==> config.mk <==
export PLATFORM = sky130hd
export DESIGN_NAME = ata_taskfile_command_issue_flat
export DESIGN_NICKNAME = d
export VERILOG_FILES = /design/src/rtl/atci_pkg.sv /design/src/rtl/atci_if.sv /design/src/rtl/atci_front.sv /design/src/rtl/atci_queue.sv /design/src/rtl/atci_back.sv /design/src/rtl/ata_taskfile_command_issue.sv /design/src/flat_wrapper.sv
export SDC_FILE = /design/constraint.sdc
export NUM_CORES = 1
export LEC_CHECK = 0
export BUFFER_PORTS_ARGS = -buffer_cell sky130_fd_sc_hd__buf_2
export CORE_UTILIZATION = 40
export CTS_CLUSTER_SIZE = 25
export DETAILED_ROUTE_END_ITERATION = 16
export PLACE_DENSITY_LB_ADDON = 0.3
export SYNTH_ARGS = -nofsm -noshare
export SYNTH_HDL_FRONTEND = slang
export SYNTH_HIERARCHICAL = 1
export SYNTH_SLANG_ARGS = --single-unit
==> constraint.sdc <==
create_clock -name clk -period 6.07 [get_ports clk]
set_input_delay 0.9105 -clock clk [delete_from_list [all_inputs] [get_ports clk]]
set_output_delay 0.9105 -clock clk [all_outputs]
set_load 0.01 [all_outputs]
==> src/rtl/atci_pkg.sv <==
// ----------------------------------------------------------------------------
// atci_pkg
// Shared types and constants for the ATA task-file command issue block.
// ----------------------------------------------------------------------------
package atci_pkg;

    // result status codes
    localparam logic [1:0] ST_OK     = 2'd0;
    localparam logic [1:0] ST_BAD    = 2'd1;
    localparam logic [1:0] ST_ABSENT = 2'd2;
    localparam logic [1:0] ST_GEOM   = 2'd3;

    // configuration register indexes
    localparam logic [1:0] CFG_PRESENT = 2'd0;
    localparam logic [1:0] CFG_LBA     = 2'd1;
    localparam logic [1:0] CFG_HEADS   = 2'd2;
    localparam logic [1:0] CFG_SECTORS = 2'd3;

    localparam int CFG_DATA_W = 24;

    // port bases and register offsets
    localparam logic [9:0] BASE_PRI = 10'h1F0;
    localparam logic [9:0] BASE_SEC = 10'h170;
    localparam logic [9:0] OFS_FEAT = 10'd1;
    localparam logic [9:0] OFS_CNT  = 10'd2;
    localparam logic [9:0] OFS_B3   = 10'd3;
    localparam logic [9:0] OFS_B4   = 10'd4;
    localparam logic [9:0] OFS_B5   = 10'd5;
    localparam logic [9:0] OFS_DH   = 10'd6;
    localparam logic [9:0] OFS_CMD  = 10'd7;

    // task-file byte constants
    localparam logic [7:0] DH_FIXED  = 8'hA0;
    localparam logic [7:0] DH_LBA    = 8'h40;
    localparam logic [7:0] CMD_READ  = 8'h20;
    localparam logic [7:0] CMD_WRITE = 8'h30;

    // configuration registers as seen by the front end
    typedef struct packed {
        logic [3:0]  present;
        logic [3:0]  lba_mode;
        logic [19:0] heads;
        logic [23:0] sectors;
    } atci_cfg_t;

    // fully formatted command, passed from front end to back end
    typedef struct packed {
        logic [1:0] status;
        logic       chan;
        logic       op;
        logic [7:0] count;
        logic [7:0] dh;
        logic [7:0] b3;
        logic [7:0] b4;
        logic [7:0] b5;
    } atci_cmd_t;

endpackage

==> src/rtl/atci_if.sv <==
// ----------------------------------------------------------------------------
// atci_req_if / atci_res_if
// Valid/ready channels for requests and task-file port writes.
// ----------------------------------------------------------------------------
interface atci_req_if;
    logic        valid;
    logic        ready;
    logic        op;
    logic [1:0]  channel;
    logic [1:0]  drive;
    logic [31:0] lba;
    logic [7:0]  count;

    modport source (output valid, op, channel, drive, lba, count, input ready);
    modport sink   (input valid, op, channel, drive, lba, count, output ready);
endinterface

interface atci_res_if;
    logic       valid;
    logic       ready;
    logic [1:0] status;
    logic [9:0] port;
    logic [7:0] value;
    logic       last;

    modport source (output valid, status, port, value, last, input ready);
    modport sink   (input valid, status, port, value, last, output ready);
endinterface

==> src/rtl/atci_front.sv <==
// ----------------------------------------------------------------------------
// atci_front
// Accepts requests, classifies them and builds the task-file bytes; CHS
// addresses go through a shared divider that retires four bits a cycle.
// ----------------------------------------------------------------------------
module atci_front #(
    parameter int CHANNELS = 2
) (
    input  logic                clk,
    input  logic                rst_n,
    input  atci_pkg::atci_cfg_t cfg,
    atci_req_if.sink            req,
    output logic                q_push,
    output atci_pkg::atci_cmd_t q_data,
    input  logic                q_ready
);
    import atci_pkg::*;

    typedef enum logic [1:0] {S_IDLE, S_DIV1, S_DIV2, S_PUSH} state_t;

    state_t      state_reg;
    atci_cmd_t   rec_reg;
    logic [31:0] quo_reg;
    logic [5:0]  rem_reg;
    logic [5:0]  dvs_reg;
    logic [4:0]  heads_reg;
    logic [2:0]  cnt_reg;

    logic        accept;
    logic [1:0]  dev;
    logic        bad;
    logic [4:0]  h_sel;
    logic [5:0]  s_sel;
    atci_cmd_t   ld_rec;
    state_t      ld_state;
    logic [31:0] quo_next;
    logic [5:0]  rem_next;

    // ready while idle or while the finished command leaves
    assign req.ready = (state_reg == S_IDLE) || (state_reg == S_PUSH && q_ready);
    assign accept    = req.valid && req.ready;
    assign q_push    = (state_reg == S_PUSH);
    assign q_data    = rec_reg;

    // request classification
    always_comb
    begin
        dev   = {req.channel[0], req.drive[0]};
        bad   = ({30'd0, req.channel} >= 32'(CHANNELS)) || (req.drive > 2'd1)
                || (req.count == 8'd0);
        h_sel = cfg.heads[5*dev +: 5];
        s_sel = cfg.sectors[6*dev +: 6];
        ld_rec        = '0;
        ld_rec.chan   = req.channel[0];
        ld_rec.op     = req.op;
        ld_rec.count  = req.count;
        ld_rec.status = ST_OK;
        ld_state      = S_PUSH;
        if (bad)
        begin
            ld_rec.status = ST_BAD;
        end
        else if (!cfg.present[dev])
        begin
            ld_rec.status = ST_ABSENT;
        end
        else if (cfg.lba_mode[dev])
        begin
            ld_rec.dh = DH_FIXED | DH_LBA | {3'd0, req.drive[0], req.lba[27:24]};
            ld_rec.b3 = req.lba[7:0];
            ld_rec.b4 = req.lba[15:8];
            ld_rec.b5 = req.lba[23:16];
        end
        else if (h_sel == 5'd0 || s_sel == 6'd0)
        begin
            ld_rec.status = ST_GEOM;
        end
        else
        begin
            ld_rec.dh = DH_FIXED | {3'd0, req.drive[0], 4'd0};
            ld_state  = S_DIV1;
        end
    end

    // four restoring division steps per cycle
    always_comb
    begin
        logic [6:0]  t;
        logic [31:0] q;
        logic [5:0]  r;
        q = quo_reg;
        r = rem_reg;
        for (int i = 0; i < 4; i++)
        begin
            t = {r, q[31]};
            q = {q[30:0], 1'b0};
            if (t >= {1'b0, dvs_reg})
            begin
                t    = t - {1'b0, dvs_reg};
                q[0] = 1'b1;
            end
            r = t[5:0];
        end
        quo_next = q;
        rem_next = r;
    end

    // sequencer and datapath registers
    always_ff @(posedge clk or negedge rst_n)
    begin
        if (!rst_n)
        begin
            state_reg <= S_IDLE;
            cnt_reg   <= '0;
        end
        else
        begin
            unique case (state_reg)
                S_IDLE:
                begin
                    if (accept)
                    begin
                        state_reg <= ld_state;
                        rec_reg   <= ld_rec;
                        quo_reg   <= req.lba;
                        rem_reg   <= '0;
                        dvs_reg   <= s_sel;
                        heads_reg <= h_sel;
                        cnt_reg   <= '0;
                    end
                end
                S_DIV1:
                begin
                    cnt_reg <= cnt_reg + 3'd1;
                    quo_reg <= quo_next;
                    if (cnt_reg == 3'd7)
                    begin
                        // sector number, then divide track index by heads
                        rec_reg.b3 <= {2'd0, rem_next} + 8'd1;
                        rem_reg    <= '0;
                        dvs_reg    <= {1'b0, heads_reg};
                        state_reg  <= S_DIV2;
                    end
                    else
                    begin
                        rem_reg <= rem_next;
                    end
                end
                S_DIV2:
                begin
                    cnt_reg <= cnt_reg + 3'd1;
                    quo_reg <= quo_next;
                    rem_reg <= rem_next;
                    if (cnt_reg == 3'd7)
                    begin
                        rec_reg.b4 <= quo_next[7:0];
                        rec_reg.b5 <= quo_next[15:8];
                        rec_reg.dh <= rec_reg.dh | {4'd0, rem_next[3:0]};
                        state_reg  <= S_PUSH;
                    end
                end
                S_PUSH:
                begin
                    if (q_ready)
                    begin
                        if (accept)
                        begin
                            state_reg <= ld_state;
                            rec_reg   <= ld_rec;
                            quo_reg   <= req.lba;
                            rem_reg   <= '0;
                            dvs_reg   <= s_sel;
                            heads_reg <= h_sel;
                            cnt_reg   <= '0;
                        end
                        else
                        begin
                            state_reg <= S_IDLE;
                        end
                    end
                end
                default:
                begin
                    state_reg <= S_IDLE;
                end
            endcase
        end
    end

endmodule

==> src/rtl/atci_queue.sv <==
// ----------------------------------------------------------------------------
// atci_queue
// Two-entry command queue between the front end and the back end.
// ----------------------------------------------------------------------------
module atci_queue (
    input  logic                clk,
    input  logic                rst_n,
    input  logic                push,
    input  atci_pkg::atci_cmd_t push_data,
    output logic                ready,
    output logic                valid,
    output atci_pkg::atci_cmd_t head,
    input  logic                pop
);
    import atci_pkg::*;

    atci_cmd_t  mem [2];
    logic       wr_ptr_reg;
    logic       rd_ptr_reg;
    logic [1:0] fill_reg;
    logic       do_push;
    logic       do_pop;

    assign ready   = (fill_reg != 2'd2);
    assign valid   = (fill_reg != 2'd0);
    assign head    = mem[rd_ptr_reg];
    assign do_push = push && ready;
    assign do_pop  = pop && valid;

    // storage
    always_ff @(posedge clk)
    begin
        if (do_push)
        begin
            mem[wr_ptr_reg] <= push_data;
        end
    end

    // pointers and fill count
    always_ff @(posedge clk or negedge rst_n)
    begin
        if (!rst_n)
        begin
            wr_ptr_reg <= 1'b0;
            rd_ptr_reg <= 1'b0;
            fill_reg   <= 2'd0;
        end
        else
        begin
            if (do_push)
            begin
                wr_ptr_reg <= ~wr_ptr_reg;
            end
            if (do_pop)
            begin
                rd_ptr_reg <= ~rd_ptr_reg;
            end
            if (do_push && !do_pop)
            begin
                fill_reg <= fill_reg + 2'd1;
            end
            else if (do_pop && !do_push)
            begin
                fill_reg <= fill_reg - 2'd1;
            end
        end
    end

endmodule

==> src/rtl/atci_back.sv <==
// ----------------------------------------------------------------------------
// atci_back
// Plays one queued command out as seven port writes, or one error result.
// ----------------------------------------------------------------------------
module atci_back (
    input  logic                clk,
    input  logic                rst_n,
    input  logic                q_valid,
    input  atci_pkg::atci_cmd_t q_head,
    output logic                q_pop,
    atci_res_if.source          res
);
    import atci_pkg::*;

    atci_cmd_t  cur_reg;
    logic       cur_valid_reg;
    logic [2:0] idx_reg;
    logic       fire;
    logic       is_err;
    logic [9:0] base;

    assign is_err    = (cur_reg.status != ST_OK);
    assign base      = cur_reg.chan ? BASE_SEC : BASE_PRI;
    assign res.valid = cur_valid_reg;
    assign res.last  = is_err || (idx_reg == 3'd6);
    assign res.status = cur_reg.status;
    assign fire      = res.valid && res.ready;
    assign q_pop     = q_valid && (!cur_valid_reg || (fire && res.last));

    // port and byte for the current step
    always_comb
    begin
        res.port  = '0;
        res.value = '0;
        if (!is_err)
        begin
            unique case (idx_reg)
                3'd0:    begin res.port = base + OFS_DH;   res.value = cur_reg.dh;    end
                3'd1:    begin res.port = base + OFS_FEAT; res.value = '0;            end
                3'd2:    begin res.port = base + OFS_CNT;  res.value = cur_reg.count; end
                3'd3:    begin res.port = base + OFS_B3;   res.value = cur_reg.b3;    end
                3'd4:    begin res.port = base + OFS_B4;   res.value = cur_reg.b4;    end
                3'd5:    begin res.port = base + OFS_B5;   res.value = cur_reg.b5;    end
                default:
                begin
                    res.port  = base + OFS_CMD;
                    res.value = cur_reg.op ? CMD_WRITE : CMD_READ;
                end
            endcase
        end
    end

    // step through the command
    always_ff @(posedge clk or negedge rst_n)
    begin
        if (!rst_n)
        begin
            cur_valid_reg <= 1'b0;
            idx_reg       <= '0;
        end
        else
        begin
            if (q_pop)
            begin
                cur_reg       <= q_head;
                cur_valid_reg <= 1'b1;
                idx_reg       <= '0;
            end
            else if (fire)
            begin
                if (res.last)
                begin
                    cur_valid_reg <= 1'b0;
                    idx_reg       <= '0;
                end
                else
                begin
                    idx_reg <= idx_reg + 3'd1;
                end
            end
        end
    end

endmodule

==> src/rtl/ata_taskfile_command_issue.sv <==
// Each request yields seven task-file port writes (drive/head, features,
// count, sector/LBA low, cylinder/LBA mid and high, command) at one per
// cycle while the result channel is ready, or a single error result. LBA28
// and error requests are taken one per cycle at the front while the queue
// has room; a CHS request passes through the front-end divider (two
// divisions, four quotient bits a cycle), and the front end takes no new
// request until the divider is done. A two-entry queue lets the front end
// work on the next request while the back end is still writing ports.
// ----------------------------------------------------------------------------
// ata_taskfile_command_issue
// Top level: configuration registers, front end, queue and back end.
// ----------------------------------------------------------------------------
module ata_taskfile_command_issue #(
    parameter int CHANNELS = 2
) (
    input  logic                            clk,
    input  logic                            rst_n,
    input  logic                            cfg_we,
    input  logic [1:0]                      cfg_index,
    input  logic [atci_pkg::CFG_DATA_W-1:0] cfg_data,
    atci_req_if.sink                        req,
    atci_res_if.source                      res
);
    import atci_pkg::*;

    atci_cfg_t cfg_reg;
    atci_cmd_t push_data;
    atci_cmd_t head;
    logic      push;
    logic      q_ready;
    logic      q_valid;
    logic      pop;

    // configuration registers
    always_ff @(posedge clk or negedge rst_n)
    begin
        if (!rst_n)
        begin
            cfg_reg <= '0;
        end
        else if (cfg_we)
        begin
            unique case (cfg_index)
                CFG_PRESENT: cfg_reg.present  <= cfg_data[3:0];
                CFG_LBA:     cfg_reg.lba_mode <= cfg_data[3:0];
                CFG_HEADS:   cfg_reg.heads    <= cfg_data[19:0];
                default:     cfg_reg.sectors  <= cfg_data[23:0];
            endcase
        end
    end

    atci_front #(.CHANNELS(CHANNELS)) u_front (
        .clk     (clk),
        .rst_n   (rst_n),
        .cfg     (cfg_reg),
        .req     (req),
        .q_push  (push),
        .q_data  (push_data),
        .q_ready (q_ready)
    );

    atci_queue u_queue (
        .clk       (clk),
        .rst_n     (rst_n),
        .push      (push),
        .push_data (push_data),
        .ready     (q_ready),
        .valid     (q_valid),
        .head      (head),
        .pop       (pop)
    );

    atci_back u_back (
        .clk     (clk),
        .rst_n   (rst_n),
        .q_valid (q_valid),
        .q_head  (head),
        .q_pop   (pop),
        .res     (res)
    );

endmodule

==> src/flat_wrapper.sv <==
// flat-port wrapper written by rule: the top's interface ports become plain ports
module ata_taskfile_command_issue_flat import atci_pkg::*;
#(
    parameter int CHANNELS = 2
)
  (clk, rst_n, cfg_we, cfg_index, cfg_data, req_valid, req_op, req_channel, req_drive, req_lba, req_count, req_ready, res_valid, res_status, res_port, res_value, res_last, res_ready);
  atci_req_if req_i ();
  atci_res_if res_i ();
  input  logic clk;
  input  logic rst_n;
  input  logic cfg_we;
  input  logic [1:0] cfg_index;
  input  logic [atci_pkg::CFG_DATA_W-1:0] cfg_data;
  input wire logic [$bits(req_i.valid)-1:0] req_valid;
  input wire logic [$bits(req_i.op)-1:0] req_op;
  input wire logic [$bits(req_i.channel)-1:0] req_channel;
  input wire logic [$bits(req_i.drive)-1:0] req_drive;
  input wire logic [$bits(req_i.lba)-1:0] req_lba;
  input wire logic [$bits(req_i.count)-1:0] req_count;
  output wire logic [$bits(req_i.ready)-1:0] req_ready;
  output wire logic [$bits(res_i.valid)-1:0] res_valid;
  output wire logic [$bits(res_i.status)-1:0] res_status;
  output wire logic [$bits(res_i.port)-1:0] res_port;
  output wire logic [$bits(res_i.value)-1:0] res_value;
  output wire logic [$bits(res_i.last)-1:0] res_last;
  input wire logic [$bits(res_i.ready)-1:0] res_ready;
  assign req_i.valid = req_valid;
  assign req_i.op = req_op;
  assign req_i.channel = req_channel;
  assign req_i.drive = req_drive;
  assign req_i.lba = req_lba;
  assign req_i.count = req_count;
  assign req_ready = req_i.ready;
  assign res_valid = res_i.valid;
  assign res_status = res_i.status;
  assign res_port = res_i.port;
  assign res_value = res_i.value;
  assign res_last = res_i.last;
  assign res_i.ready = res_ready;
  ata_taskfile_command_issue #(.CHANNELS(CHANNELS)) u_core (.clk(clk), .rst_n(rst_n), .cfg_we(cfg_we), .cfg_index(cfg_index), .cfg_data(cfg_data), .req(req_i), .res(res_i));
endmodule
==> metrics.cfg <==
[worst_setup_path]
path_class = reg2reg
worstSetupStartpointType = flip-flop
critPathCaptureType = flip-flop
crit_path_max_incr_delay_ns = 0.43
cp_max_fo = 7
worstPathArrival_ns = 6.60
slowest_stage = edfxtp_1
r2r_cells = 30
cp_common_cell = buf_4
r2r-start = u_core/u_front/rem_reg[3]
r2r_setup_slack_ns = -0.24
critPathTopFamily = compound AO/OA/AOI/OAI gates
cp.buffers_inverters = 7
r2r_end = u_core/u_front/q_data[20]
crit_required_ns = 6.36

[global_route]
grt_use_met3 = 0.02313
grt-ovfl-total = 0
antenna_found_initial = 1
track_usage = 0.1638
use_met1 = 0.2127
met2_usage = 0.2857
grt_max_degree = 52
grt_pass1_wl_um = 45020
busiest_layer = met2
grt_pass1_vias = 8157

[place]
dp_hpwl_um = 20600
port_buffers = 96
place.gp.congestion = 0.8639
dp.cells = 1506

[synthesis]
syn-instance-count = 898
synth.distinct_cells = 75
ys_seq_area_frac = 0.6145
synth.ff_latch_count = 289
synthesis.area_sq_um = 13590
synth_top_cell_by_area = edfxtp_1
synth_area_leaders = edfxtp_1 (49%), dfrtp_1 (12%), mux2_4 (6.8%)
syn_avg_cell_area_sq_um = 15.14
ys.flop_type = edfxtp_1
synth_top_area_share = 0.4948
synth_warnings = 6
ys_async_sr_fraction = 0.2249
synth_edf_count = 224

[floorplan]
fp-row-count = 67
start_util = 0.4064
core-area_sq_um = 33450
die_height_um = 186.3
die_area_sq_um = 34720
io_pins = 99
die_w_um = 186.3

[clock_network]
ctsHoldBuffers = 0
cts_tree = done
root_buffer = clkbuf_16
clock_latency_ns = 0.54
cts.sinks = 289
cts.htree.levels = 1
clkTransAtPathRegs_ns = 0.06
cts_buffers = 30
cts.path.max_buffers = 3

[timing]
slew_headroom = 0.2887
setup_viol = 16
final.period_utilization = 1.039
fmax_mhz = 158.5
whs_ns = 0.3205
finalMaxSlewViolations = 0
fin_ws_ns = -0.2394
rsz0062_at_grt = true
tightest_slew_ns = 1.067
period_minus_slack_ns = 6.309
hold_viol_final = 0
fin_skew_ns = 0.01627

[routing]
drtIter0Drc = 498
routedWlPerCell_um = 18.24
antenna_left = 0
vias = 8037
drc_errors = 0
drtPass1Iterations = 6
viasPerCell = 5.077
wl_um = 28880

[layout]
seqCellArea_sq_um = 8354
fillers = 2854
drive_gt1_frac = 0.4215
multi_input_comb_area_sq_um = 5266
largest_register_ffs = 88
area_delta_synth_final_pct = 22.96
fin_cells = 1583
fin_nets = 1228

[status]
violations = negative setup slack
status = finished with violations

[hold_path]
min_path_type = in2async

[flow_run]
max_cap_violations = 0

-- how the worst max path moves through the flow --
stage	start	end	slack (ns)	cells past startpoint
after floorplan	u_core/u_front/rem_reg[4]	u_core/u_front/q_data[18]	-0.33	31
after global placement	u_core/u_front/quo_reg[31]	u_core/u_front/rem_reg[1]	-0.42	29
after detailed placement	u_core/u_front/rem_reg[3]	u_core/u_front/q_data[17]	-0.54	30
after CTS	u_core/u_front/rem_reg[3]	u_core/u_front/q_data[17]	-0.23	29
after global routing	u_core/u_front/rem_reg[3]	u_core/u_front/q_data[20]	-0.49	32
final	u_core/u_front/rem_reg[3]	u_core/u_front/q_data[20]	-0.24	30
-- cells in the final DEF (no fill, tap or decap), types with 7 or more instances in the layout --
cell,instances
clkbuf_1,8
a21o_1,9
o21ai_1,7
ha_1,26
buf_2,96
clkbuf_16,31
mux2_4,65
edfxtp_1,224
nand2b_1,10
nor3_1,11
buf_4,114
o21ai_0,18
xnor2_1,15
ha_4,10
a21oi_1,23
a222oi_1,8
mux4_2,13
mux2_2,55
nand2_1,45
inv_1,30
a22o_1,23
dfrtp_1,64
mux2_1,20
buf_6,10
nor2_1,33
-- layer usage --
layer  part of all wire  wire length [um]  vias to the layer above
met5                  0                 0                        -
met4              0.018               531                        0
met3              0.032               929                       35
met2               0.50             14570                      151
met1               0.44             12850                     4004
li1                   -                 -                     3847
-- layout make-up --
class | count | area share
clock buffer | 41 | 0.04986
inverter | 37 | 0.008459
antenna | 1 | 0.0001497
clock inverter | 14 | 0.006363
multi-input combinational | 533 | 0.3151
sequential | 289 | 0.4999
tap | 448 | 0.03354
timing repair buffer | 220 | 0.08669
-- synthesized netlist by cell type (all sizes together) (3+ instances only) --
| cell | count |
|---|---|
| mux4 | 13 |
| clkbuf | 10 |
| nor2b | 11 |
| edfxtp | 224 |
| or2 | 3 |
| mux2i | 9 |
| dfrtp | 65 |
| nor3 | 13 |
| o211ai | 3 |
| o21ai | 31 |
| a21boi | 3 |
| fa | 4 |
| and2 | 7 |
| a21oi | 29 |
| a22o | 23 |
| nand2b | 11 |
| a222oi | 8 |
| inv | 37 |
| and3 | 5 |
| nor2 | 40 |
| o31ai | 4 |
| xor2 | 5 |
| nand2 | 46 |
| a31oi | 4 |
| nor4 | 3 |
| o22ai | 3 |
| buf | 30 |
| xnor2 | 15 |
| a21o | 9 |
| a211oi | 7 |
| ha | 37 |
| o21a | 6 |
| and4 | 3 |
| nand3b | 4 |
| o221ai | 3 |
| nand3 | 5 |
| mux2 | 140 |
-- repair_timing --
| action | in CTS | in global routing |
|---|---|---|
| resized for setup | 38 | 42 |
| buffers inserted | 13 | 10 |
| setup endpoints to repair | 19 | 19 |
| pin swaps | 20 | 23 |
-- per-stage QoR --
stage / instance area (sq um) / setup slack [ns] / setup TNS, ns / utilization
finish: 16710 / -0.2394 / -1.991 / 0.4997
global placement: 15260 / -0.4156 / -4.863 / 0.4563
floorplan: 13740 / -0.3340 / -2.105 / -
detailed placement: 15260 / -0.5425 / -7.789 / 0.4563
global route: 16710 / -0.4908 / -6.407 / 0.4996
CTS: 16470 / -0.2322 / -2.092 / 0.4924
-- cells by family (layout without fill, tap and decap cells) --
| kind of cell | count (synthesis) | after routing | share of synthesized area |
|---|---|---|---|
| compound gates | 151 | 151 | 0.08082 |
| xor+xnor | 20 | 20 | 0.01289 |
| fa+ha+maj | 41 | 41 | 0.03995 |
| buf+inv | 77 | 312 | 0.03258 |
| flops | 289 | 289 | 0.6145 |
| mux | 162 | 162 | 0.1615 |
| other cells | 1 | 3 | 0.0002759 |
| simple gates | 157 | 157 | 0.05744 |
Power is left out: the tool's default activity adds up to more than one toggle a clock period on the data nets, which glitch-free logic cannot reach.
